==> config.mk <==
export PLATFORM = sky130hd
export DESIGN_NAME = dmwtc_ctrl
export DESIGN_NICKNAME = d
export VERILOG_FILES = /design/src/sv/dmwtc_pkg.sv /design/src/sv/dmwtc_ctrl.sv
export SDC_FILE = /design/constraint.sdc
export NUM_CORES = 1
export LEC_CHECK = 0
export ABC_AREA = 0
export BUFFER_PORTS_ARGS = -buffer_cell sky130_fd_sc_hd__buf_4
export CAP_MARGIN = 10
export CORE_MARGIN = 2
export CORE_UTILIZATION = 40
export CTS_CLUSTER_DIAMETER = 150
export DETAILED_ROUTE_END_ITERATION = 10
export PLACE_DENSITY = 0.77
export SETUP_SLACK_MARGIN = 0.15
export SKIP_LAST_GASP = 1
export SLEW_MARGIN = 10
export SYNTH_ARGS = -nofsm -noshare
export SYNTH_HDL_FRONTEND = slang
export SYNTH_SLANG_ARGS = --single-unit
==> constraint.sdc <==
create_clock -name aclk -period 3.6 [get_ports aclk]
set_input_delay 0.36 -clock aclk [delete_from_list [all_inputs] [get_ports aclk]]
set_output_delay 0.36 -clock aclk [all_outputs]
set_load 0.05 [all_outputs]
==> src/sv/dmwtc_pkg.sv <==
`default_nettype none

package dmwtc_pkg;

    // Fixed field widths
    localparam int ADDR_W    = 12;
    localparam int DATA_W    = 32;
    localparam int TAG_W     = 12;
    localparam int CFG_W     = 3;
    localparam int CFG_IDX_W = 1;

    // Default sizing
    localparam int DEF_MAX_LINES          = 64;
    localparam int DEF_MAX_WORDS_PER_LINE = 16;
    localparam int DEF_MEM_WORDS          = 4096;

    // Compare/subtract steps that bring a 12-bit address below MEM_WORDS (>= 256)
    localparam int MOD_STEPS = ADDR_W - 8 + 1;

    // Configuration register indexes
    localparam logic [CFG_IDX_W-1:0] CFG_OFFSET_BITS = 1'd0;
    localparam logic [CFG_IDX_W-1:0] CFG_INDEX_BITS  = 1'd1;

    localparam logic [CFG_W-1:0] OFFSET_BITS_RST = 3'd2;
    localparam logic [CFG_W-1:0] INDEX_BITS_RST  = 3'd4;

    // Access kinds
    localparam logic FUNC_READ  = 1'b0;
    localparam logic FUNC_WRITE = 1'b1;

    typedef struct packed {
        logic [CFG_W-1:0] offset_bits;
        logic [CFG_W-1:0] index_bits;
    } cfg_t;

    typedef struct packed {
        logic clearing;
        logic filling;
    } stat_t;

    typedef enum logic [2:0] {
        ST_CLEAR,
        ST_IDLE,
        ST_TAG,
        ST_FILL,
        ST_ACCESS,
        ST_RESP
    } state_t;

endpackage

`default_nettype wire

==> src/sv/dmwtc_ctrl.sv <==
`default_nettype none

module dmwtc_ctrl
    import dmwtc_pkg::*;
#(
    parameter int MAX_LINES          = DEF_MAX_LINES,
    parameter int MAX_WORDS_PER_LINE = DEF_MAX_WORDS_PER_LINE,
    parameter int MEM_WORDS          = DEF_MEM_WORDS,
    localparam int LINE_AW           = (MAX_LINES > 1) ? $clog2(MAX_LINES) : 1,
    localparam int DATA_DEPTH        = MAX_LINES * MAX_WORDS_PER_LINE,
    localparam int DATA_AW           = (DATA_DEPTH > 1) ? $clog2(DATA_DEPTH) : 1,
    localparam int MEM_AW            = $clog2(MEM_WORDS)
) (
    input  wire logic                      aclk,
    input  wire logic                      aresetn,
    input  wire cfg_t                      cfg,
    output stat_t                          stat,

    input  wire logic                      s_valid,
    output logic                           s_ready,
    input  wire logic                      s_func,
    input  wire logic [ADDR_W-1:0]         s_address,
    input  wire logic [DATA_W-1:0]         s_write_data,

    output logic                           m_valid,
    input  wire logic                      m_ready,
    output logic      [DATA_W-1:0]         m_read_data,
    output logic                           m_hit,

    output logic                           tag_we,
    output logic      [LINE_AW-1:0]        tag_waddr,
    output logic      [TAG_W-1:0]          tag_wdata,
    output logic                           tag_re,
    output logic      [LINE_AW-1:0]        tag_raddr,
    input  wire logic [TAG_W-1:0]          tag_rdata,

    output logic                           data_we,
    output logic      [DATA_AW-1:0]        data_waddr,
    output logic      [DATA_W-1:0]         data_wdata,
    output logic                           data_re,
    output logic      [DATA_AW-1:0]        data_raddr,
    input  wire logic [DATA_W-1:0]         data_rdata,

    output logic                           bk_we,
    output logic      [MEM_AW-1:0]         bk_waddr,
    output logic      [DATA_W-1:0]         bk_wdata,
    output logic                           bk_re,
    output logic      [MEM_AW-1:0]         bk_raddr,
    input  wire logic [DATA_W-1:0]         bk_rdata
);

    localparam int OB_MAX     = $clog2(MAX_WORDS_PER_LINE + 1) - 1;
    localparam int IB_MAX     = $clog2(MAX_LINES + 1) - 1;
    localparam int OFF_W      = (OB_MAX > 0) ? OB_MAX : 1;
    localparam int CLR_DEPTH  = (MEM_WORDS > DATA_DEPTH) ? MEM_WORDS : DATA_DEPTH;
    localparam int CLR_W      = $clog2(CLR_DEPTH);
    localparam int WRAP_W     = MEM_AW + MOD_STEPS + 1;

    localparam logic [CLR_W-1:0] CLR_LAST   = CLR_W'(CLR_DEPTH - 1);
    localparam logic [CLR_W:0]   CLR_LINES  = (CLR_W + 1)'(MAX_LINES);
    localparam logic [CLR_W:0]   CLR_DWORDS = (CLR_W + 1)'(DATA_DEPTH);
    localparam logic [CLR_W:0]   CLR_MWORDS = (CLR_W + 1)'(MEM_WORDS);

    // Address modulo MEM_WORDS by binary compare/subtract
    function automatic logic [MEM_AW-1:0] mem_wrap(input logic [ADDR_W-1:0] a);
        logic [WRAP_W-1:0] r;
        logic [WRAP_W-1:0] lim;
        r = WRAP_W'(a);
        for (int i = MOD_STEPS - 1; i >= 0; i--) begin
            lim = WRAP_W'(MEM_WORDS) << i;
            if (r >= lim) begin
                r = r - lim;
            end
        end
        return r[MEM_AW-1:0];
    endfunction

    state_t state_reg, state_next;

    logic                clr_reg;
    logic [CLR_W-1:0]    clr_cnt_reg;
    logic                func_reg;
    logic [ADDR_W-1:0]   addr_reg;
    logic [DATA_W-1:0]   wdata_reg;
    logic [TAG_W-1:0]    tag_reg;
    logic [LINE_AW-1:0]  line_reg;
    logic [DATA_AW-1:0]  base_reg;
    logic [OFF_W-1:0]    omask_reg;
    logic [OFF_W-1:0]    off_reg;
    logic [OFF_W-1:0]    k_reg;
    logic                hit_reg;
    logic                m_valid_reg;
    logic [DATA_W-1:0]   m_data_reg;
    logic                m_hit_reg;

    // Address split of the incoming item
    logic [CFG_W-1:0]    ob_c, ib_c;
    logic [ADDR_W-1:0]   omask_c, imask_c, line_c, tag_c;
    logic [DATA_AW-1:0]  base_c;
    logic                accept, tag_match, fill_last, out_free;
    logic [ADDR_W-1:0]   fill_start;
    logic [OFF_W-1:0]    k_inc;

    always_comb begin
        ob_c    = (int'(cfg.offset_bits) > OB_MAX) ? CFG_W'(OB_MAX) : cfg.offset_bits;
        ib_c    = (int'(cfg.index_bits) > IB_MAX) ? CFG_W'(IB_MAX) : cfg.index_bits;
        omask_c = (ADDR_W'(1) << ob_c) - ADDR_W'(1);
        imask_c = (ADDR_W'(1) << ib_c) - ADDR_W'(1);
        line_c  = (s_address >> ob_c) & imask_c;
        tag_c   = s_address >> ({1'b0, ob_c} + {1'b0, ib_c});
        base_c  = DATA_AW'(DATA_AW'(line_c[LINE_AW-1:0]) * DATA_AW'(MAX_WORDS_PER_LINE));
    end

    assign accept     = (state_reg == ST_IDLE) && s_valid;
    assign tag_match  = (tag_rdata == tag_reg);
    assign fill_last  = (k_reg == omask_reg);
    assign out_free   = !m_valid_reg || m_ready;
    assign fill_start = addr_reg & ~ADDR_W'(omask_reg);
    assign k_inc      = k_reg + OFF_W'(1);

    // Next state
    always_comb begin
        state_next = state_reg;
        unique case (state_reg)
            ST_CLEAR: begin
                if (clr_cnt_reg == CLR_LAST) begin
                    state_next = ST_IDLE;
                end
            end
            ST_IDLE: begin
                if (s_valid) begin
                    state_next = ST_TAG;
                end
            end
            ST_TAG: begin
                state_next = tag_match ? ST_ACCESS : ST_FILL;
            end
            ST_FILL: begin
                if (fill_last) begin
                    state_next = ST_ACCESS;
                end
            end
            ST_ACCESS: begin
                state_next = ST_RESP;
            end
            ST_RESP: begin
                if (out_free) begin
                    state_next = ST_IDLE;
                end
            end
            default: state_next = ST_CLEAR;
        endcase
    end

    // Memory controls and handshake
    always_comb begin
        s_ready    = 1'b0;
        tag_we     = 1'b0;
        tag_waddr  = line_reg;
        tag_wdata  = tag_reg;
        tag_re     = 1'b0;
        tag_raddr  = line_c[LINE_AW-1:0];
        data_we    = 1'b0;
        data_waddr = base_reg + DATA_AW'(off_reg);
        data_wdata = wdata_reg;
        data_re    = 1'b0;
        data_raddr = base_reg + DATA_AW'(off_reg);
        bk_we      = 1'b0;
        bk_waddr   = mem_wrap(addr_reg);
        bk_wdata   = wdata_reg;
        bk_re      = 1'b0;
        bk_raddr   = mem_wrap(fill_start | ADDR_W'(k_inc));
        unique case (state_reg)
            ST_CLEAR: begin
                tag_we     = {1'b0, clr_cnt_reg} < CLR_LINES;
                tag_waddr  = clr_cnt_reg[LINE_AW-1:0];
                tag_wdata  = '0;
                data_we    = {1'b0, clr_cnt_reg} < CLR_DWORDS;
                data_waddr = clr_cnt_reg[DATA_AW-1:0];
                data_wdata = '0;
                bk_we      = {1'b0, clr_cnt_reg} < CLR_MWORDS;
                bk_waddr   = clr_cnt_reg[MEM_AW-1:0];
                bk_wdata   = '0;
            end
            ST_IDLE: begin
                s_ready = 1'b1;
                tag_re  = s_valid;
            end
            ST_TAG: begin
                if (!tag_match) begin
                    tag_we   = 1'b1;
                    bk_re    = 1'b1;
                    bk_raddr = mem_wrap(fill_start);
                end
            end
            ST_FILL: begin
                // word k lands while word k+1 is fetched
                data_we    = 1'b1;
                data_waddr = base_reg + DATA_AW'(k_reg);
                data_wdata = bk_rdata;
                bk_re      = !fill_last;
            end
            ST_ACCESS: begin
                if (func_reg == FUNC_WRITE) begin
                    data_we = 1'b1;
                    bk_we   = 1'b1;
                end else begin
                    data_re = 1'b1;
                end
            end
            ST_RESP: begin
            end
            default: begin
            end
        endcase
    end

    always_ff @(posedge aclk) begin
        if (!aresetn) begin
            state_reg   <= ST_CLEAR;
            clr_reg     <= 1'b1;
            clr_cnt_reg <= '0;
            m_valid_reg <= 1'b0;
        end else begin
            state_reg <= state_next;
            if (state_reg == ST_CLEAR) begin
                clr_cnt_reg <= clr_cnt_reg + CLR_W'(1);
                clr_reg     <= (state_next == ST_CLEAR);
            end
            if (state_reg == ST_RESP && out_free) begin
                m_valid_reg <= 1'b1;
            end else if (m_ready) begin
                m_valid_reg <= 1'b0;
            end
        end
    end

    always_ff @(posedge aclk) begin
        if (accept) begin
            func_reg  <= s_func;
            addr_reg  <= s_address;
            wdata_reg <= s_write_data;
            tag_reg   <= tag_c;
            line_reg  <= line_c[LINE_AW-1:0];
            base_reg  <= base_c;
            omask_reg <= OFF_W'(omask_c);
            off_reg   <= OFF_W'(s_address & omask_c);
        end
        if (state_reg == ST_TAG) begin
            hit_reg <= tag_match;
            k_reg   <= '0;
        end
        if (state_reg == ST_FILL) begin
            k_reg <= k_inc;
        end
        if (state_reg == ST_RESP && out_free) begin
            m_data_reg <= (func_reg == FUNC_WRITE) ? wdata_reg : data_rdata;
            m_hit_reg  <= hit_reg;
        end
    end

    assign m_valid       = m_valid_reg;
    assign m_read_data   = m_data_reg;
    assign m_hit         = m_hit_reg;
    assign stat.clearing = clr_reg;
    assign stat.filling  = (state_reg == ST_FILL);

endmodule

`default_nettype wire

==> results.toml, run 1 <==
[critical_path]
crit_start = "state_reg[0]"
r2r_start = "state_reg[0]"
path_max_fanout = 33
crit_required_ns = 3.24
crit_slowest_cell = "or3_2"
crit_end = "data_waddr[7]"
slowest_delay_ns = 0.68
worstReg2RegEnd = "clr_reg"
path_cells = "or3_2 -> buf_4 -> nand2_1 -> nand2_1 -> buf_4"
reg2reg_depth = 5
crit_arrival_ns = 2.59
reg2reg_setup_slack_ns = 1.38
worstSetupEndpointType = "output pin"
startpoint_type = "register"
worst-setup-path-type = "register to output pin"

[logic_synthesis]
synth.area.top_cells = "edfxtp_1, mux2_2, dfxtp_1"
synth_top_area_cell = "edfxtp_1"
async_reset_ff_share_pct = 0
synth_commonest_cells = "edfxtp_1, nand2_1, mux2_2, and2_4, and2_1"
synthesis.nets = 708
synth_cell_types = 50
ys.flop_type = "edfxtp_1"
yosysMostFrequentCell = "edfxtp_1"
synth_warnings = 0
synthCells = 571
synth.top_cell.area_share_pct = 48.46
synth_enable_flop_cells = 109
yosysSeqAreaShare_pct = 53.50
yosys_register_bits = 126
syn_area_mm2 = 0.006754
syn_area_per_cell_um2 = 11.83

[grt]
track_usage_pct = 22.56
grt_max_degree = 35
grt_pass1_wl_um = 30370
grt_overflow = 0
antenna_found_initial = 1
grt_pass1_vias = 5416

[min_path]
min_path_type = "primary input to register"

[pwr]
leakage_nw = 4.295
p_per_area_mw_per_mm2 = 371.2
vdd_ir_drop_max_mv = 0.3039
finalPower_mw = 3.608

[clock_tree]
ctsHoldBuffers = 0
cts_buffer_depth = 2
post_cts_buffers = 0
ctsResizeCount = 0
cts_tree = "done"
cts_sinks = 126
ctsHtreeMaxLevel = 4
clock_latency_ns = 0.41
numCtsBuffers = 17
cts_root_buf = "clkbuf_16"
clkTransAtPathRegs_ns = 0.06

[floorplanning]
start_util_pct = 40.87
die_w_um = 133.9
core_mm2 = 0.01652
die_h_um = 133.9
placementRows = 47
io_pins = 306
dieArea_mm2 = 0.01794

[routing]
drt_pass1_iterations = 4
first_iter_violations = 319
antenna_left = 0
via_per_inst = 4.997
drcViolationCount = 0
num_vias = 5467
wl_um = 20540
wire_per_inst_um = 18.78

[place]
placed_area_mm2 = 0.009161
hpwl_um = 15720
gp_congestion = 0.9170
port_buffers = 305

[final_layout]
fin_area_mm2 = 0.009719
area_growth_syn_to_layout_pct = 43.91
n_fill_cell = 1387
drive_gt1_share_pct = 51.66
nets = 997

[sta]
slew_headroom_pct = 30.66
period_share_pct = 81.99
maxSlewViolCount = 0
finalClockSkew_ns = 0.01084
fin_crit_ns = 2.952
tns_ns = 0
finalSetupViolCount = 0
worstMarginPinSlew_ns = 1.038
hold_viol_final = 0
rsz0062_at_grt = "no"
fmax_mhz = 338.8

[status]
status = "completed"

[run]
timing.max_cap.violations = 0
## worst max-delay path: cells and delay by family (launching register included)
family	cells	cell delay [ns]
buffers and inverters	2	0.63
AND/OR/NAND/NOR	3	0.92
flip-flops	1	0.60
## placed cells by master (no fill, tap or decap), types with 5 or more instances in the layout
| cell type | n |
|---|---|
| a211oi_1 | 5 |
| a21oi_1 | 14 |
| and2_1 | 27 |
| and2_4 | 31 |
| buf_4 | 313 |
| clkbuf_16 | 17 |
| clkinv_1 | 5 |
| dfxtp_1 | 17 |
| edfxtp_1 | 109 |
| ha_1 | 5 |
| inv_1 | 13 |
| mux2_2 | 68 |
| mux2i_1 | 15 |
| mux4_2 | 5 |
| nand2_1 | 76 |
| nand3_1 | 9 |
| nand4_1 | 6 |
| nor2_1 | 26 |
| nor2b_1 | 5 |
| nor3_1 | 8 |
| o21ai_0 | 12 |
| o22ai_1 | 5 |
| or3_1 | 5 |
| xnor2_1 | 24 |
## power breakdown
| part | switching, mW | total (mW) | internal [mW] |
|---|---|---|---|
| Sequential | 0.00423 | 1.59 | 1.59 |
| Combinational | 0.199 | 0.396 | 0.197 |
| Clock | 0.615 | 1.62 | 1.00 |
| Total | 0.818 | 3.61 | 2.79 |
## worst min-delay path by stage
stage                          start             to  cells after the start
floorplan                    hit_reg          m_hit                      0
global placement             hit_reg          m_hit                      0
detailed placement           hit_reg          m_hit                      0
CTS                 s_write_data[20]  wdata_reg[20]                      1
global route        s_write_data[20]  wdata_reg[20]                      1
finish              s_write_data[14]  wdata_reg[14]                      1
## per-stage QoR
step / setup WS [ns] / hold slack [ns] / std cells / util [%]
3_3_place_gp: 0.5402 / 0.4053 / 1061 / 55.44
4_1_cts: 0.5647 / 0.1022 / 1093 / 58.80
3_5_place_dp: 0.4913 / 0.4265 / 1061 / 55.44
2_1_floorplan: 0.6864 / 0.4003 / 571 / -
5_1_grt: 0.4147 / 0.1037 / 1094 / 58.82
6_report: 0.6482 / 0.1242 / 1094 / 58.82
## layer usage
| layer | global-route usage (%) | vias to the layer above | wire length, um |
|---|---|---|---|
| met5 | 0 | - | 0 |
| met4 | 9.574 | 0 | 427 |
| met3 | 6.085 | 23 | 1584 |
| met2 | 40.94 | 247 | 10880 |
| met1 | 24.80 | 2584 | 7649 |
| li1 | - | 2613 | - |
## cell families after synthesis
| logic type | after synthesis | share of synthesized area [%] |
|---|---|---|
| and+or+nand+nor | 209 | 16.67 |
| AOI/OAI and AO/OA | 58 | 5.521 |
| adders and majority gates | 6 | 1.223 |
| xor gates and xnor gates | 28 | 3.631 |
| DFF | 126 | 53.50 |
| buffers and inverters | 56 | 4.224 |
| muxes | 88 | 15.23 |
## cell type report
| type | count | area [um^2] | share of cell area, % |
|---|---|---|---|
| Timing Repair Buffer | 313 | 2350 | 24.18 |
| Inverter | 13 | 48.80 | 0.5021 |
| Clock buffer | 18 | 429.2 | 4.416 |
| Clock inverter | 14 | 126.4 | 1.300 |
| Sequential cell | 126 | 3613 | 37.18 |
| Antenna cell | 1 | 2.502 | 0.02575 |
| Tap cell | 220 | 275.3 | 2.832 |
| Multi-Input combinational cell | 389 | 2874 | 29.57 |
Note: power is estimated with default switching activity, not from simulation.
==> run 2: changes to the inputs <==
--- a/config.mk
+++ b/config.mk
@@ -5,14 +5,14 @@
 export SDC_FILE = /design/constraint.sdc
 export NUM_CORES = 1
 export LEC_CHECK = 0
-export ABC_AREA = 0
+export ABC_AREA = 1
 export BUFFER_PORTS_ARGS = -buffer_cell sky130_fd_sc_hd__buf_4
 export CAP_MARGIN = 10
 export CORE_MARGIN = 2
 export CORE_UTILIZATION = 40
 export CTS_CLUSTER_DIAMETER = 150
 export DETAILED_ROUTE_END_ITERATION = 10
-export PLACE_DENSITY = 0.77
+export PLACE_DENSITY = 0.8
 export SETUP_SLACK_MARGIN = 0.15
 export SKIP_LAST_GASP = 1
 export SLEW_MARGIN = 10
==> constraint.sdc (replaced) <==
create_clock -name aclk -period 2.62 [get_ports aclk]
set_input_delay 0.262 -clock aclk [delete_from_list [all_inputs] [get_ports aclk]]
set_output_delay 0.262 -clock aclk [all_outputs]
set_load 0.05 [all_outputs]
==> results.toml, run 2 <==
[status]
status = "completed"

[critical_path]
r2r_start = "state_reg[0]"
crit_required_ns = 2.36
path_max_fanout = 32
crit_top_cell = "buf_4"
worstReg2RegEnd = "tag_reg[1]"
reg2reg_depth = 3
crit_slowest_cell = "dfxtp_2"
worst-setup-path-type = "register to output pin"
crit_start = "state_reg[2]"
slowest_delay_ns = 0.45
path_cells = "inv_2 -> nand2_4 -> buf_4 -> nand2_1 -> buf_6 -> o21ai_0 -> buf_4"
reg2reg_setup_slack_ns = 0.87
crit_end = "data_wdata[10]"
crit_arrival_ns = 2.12
worstSetupEndpointType = "output pin"
startpoint_type = "register"

[sta]
rsz0062_at_grt = "yes"
tns_ns = 0
hold_viol_final = 0
slew_headroom_pct = 62.82
fin_crit_ns = 2.386
maxSlewViolCount = 0
finalClockSkew_ns = 0.006431
worstMarginPinSlew_ns = 0.5576
period_share_pct = 91.09
finalSetupViolCount = 0
fmax_mhz = 419.0

[pwr]
leakage_nw = 4.616
finalPower_mw = 5.418
p_sw_mw = 1.196
combPwrFrac_pct = 10.4
pwr-share-seq_pct = 40.4
p_sw_share_pct = 22.08
vdd_ir_drop_max_mv = 0.4455
p_per_area_mw_per_mm2 = 548.4
clkPwrFrac_pct = 49.2
internal_power_mw = 4.222

[logic_synthesis]
synth.area.top_cells = "edfxtp_1, nand2_1, o21ai_0"
synth_commonest_cells = "nand2_1, o21ai_0, edfxtp_1, inv_1, nor2_1"
syn_area_mm2 = 0.006693
synthCells = 794
synth_cell_types = 37
synth_warnings = 0
yosysMostFrequentCell = "nand2_1"
ys.flop_type = "edfxtp_1"
synthesis.nets = 931
synth_top_area_cell = "edfxtp_1"
synth_enable_flop_cells = 109
synth.top_cell.area_share_pct = 48.91
yosys_register_bits = 126
yosysSeqAreaShare_pct = 53.99
syn_area_per_cell_um2 = 8.429
async_reset_ff_share_pct = 0

[clock_tree]
cts_tree = "done"
ctsHtreeMaxLevel = 4
clock_latency_ns = 0.42
cts_sinks = 126
numCtsBuffers = 17
clkTransAtPathRegs_ns = 0.06
cts_buffer_depth = 2
ctsHoldBuffers = 0
cts_root_buf = "clkbuf_16"

[routing]
antenna_left = 0
num_vias = 6464
wl_um = 21600
via_per_inst = 4.893
wire_per_inst_um = 16.35
drcViolationCount = 0
first_iter_violations = 394
drt_pass1_iterations = 6

[floorplanning]
io_pins = 306
dieArea_mm2 = 0.01778
die_w_um = 133.4
start_util_pct = 40.65
placementRows = 47
die_h_um = 133.4
core_mm2 = 0.01647

[final_layout]
nets = 1226
diodes = 0
layout_common_cells = "buf_4, nand2_1, o21ai_0"
fin_area_mm2 = 0.009879
drive_gt1_share_pct = 34.60
mostFrequentLayoutCell = "buf_4"
final_cells = 1321
area_growth_syn_to_layout_pct = 47.62

[place]
placedCellCount = 1289
gp_congestion = 0.9075
placed_area_mm2 = 0.009178
port_buffers = 305
hpwl_um = 16490

[grt]
grt_pass1_vias = 6200
track_usage_pct = 23.78
grt_overflow = 0
grt_pass1_wl_um = 32380
antenna_found_initial = 0
grt_max_degree = 46

[run]
timing.max_cap.violations = 0

[min_path]
min_path_type = "primary input to register"
## run 2: cell types whose count changed after synthesis, sizes merged, moves of 14 or more
cell   before  now
nor2       26   87
mux2       68    0
mux2i      15    1
xnor2      24   10
o21ai      12  121
and2       58    0
nand2      77  198
inv        13  113
## run 2: area by class of cell
class	instances	area, um^2
fillers	1440	6586
multi-input cells	508	2445
repair buffers	323	2449
inverters	113	426.7
well taps	220	275.3
flip-flops and latches	126	3616
clock buffers	18	429.2
clock inverters	13	239.0
## run 2: timing repair
| action | 4_1_cts | 5_1_grt |
|---|---|---|
| setup endpoints to repair | 34 | 46 |
| buffers inserted | 1 | 0 |
| pin swaps | 1 | 0 |
| gates cloned | 0 | 0 |
| resized for setup | 2 | 6 |
## run 2: logic make-up (layout without fill, tap and decap cells)
family / Yosys count / count (layout) / synth area share (%)
AOI/OAI and AO/OA: 165 / 165 / 12.81
xor gates and xnor gates: 13 / 13 / 1.701
adders and majority gates: 6 / 6 / 1.234
buffers and inverters: 160 / 467 / 10.10
DFF: 126 / 126 / 53.99
muxes: 1 / 1 / 0.1496
and+or+nand+nor: 323 / 323 / 20.02
## run 2: worst min path at each step
stage                startpoint       endpoint  slack [ns]  cells after the start
6_report       s_write_data[13]  wdata_reg[13]        0.02                      1
5_1_grt         s_write_data[4]   wdata_reg[4]       0.001                      1
4_1_cts        s_write_data[13]  wdata_reg[13]       0.001                      1
3_5_place_dp            hit_reg          m_hit        0.40                      0
3_3_place_gp            hit_reg          m_hit        0.41                      0
2_1_floorplan      s_address[0]    addr_reg[0]        0.36                      0
## run 2: power groups by stage
stage	clock network [mW]	registers [mW]	logic [mW]
global placement	0	2.23	0.551
floorplan	0	2.23	0.288
global route	2.78	2.19	0.611
detailed placement	0	2.23	0.557
finish	2.67	2.19	0.562
CTS	2.70	2.19	0.560
## run 2: metrics by stage
step,util (%),worst slack [ns],hold WS [ns]
after floorplan,-,-1.086,0.3609
after global placement,55.74,0.1308,0.4077
after detailed placement,55.74,0.1326,0.4045
after CTS,59.86,0.1534,0.001084
after global routing,60.00,0.1388,0.001190
final,60.00,0.2335,0.01779
## run 2: routing by layer
| layer | GRT usage [%] | routed length (um) | up-vias |
|---|---|---|---|
| met1 | 26.13 | 7923 | 2975 |
| met5 | 0 | 0 | - |
| met2 | 43.79 | 11470 | 281 |
| met4 | 8.215 | 456 | 0 |
| li1 | - | - | 3171 |
| met3 | 6.849 | 1751 | 37 |
## run 2: critical path, delay by kind of cell (launching register included)
family                 cells  cell delay (ns)
AO/OA/AOI/OAI              1             0.24
buffers and inverters      4             0.81
flip-flops                 1             0.45
AND/OR/NAND/NOR            2             0.19
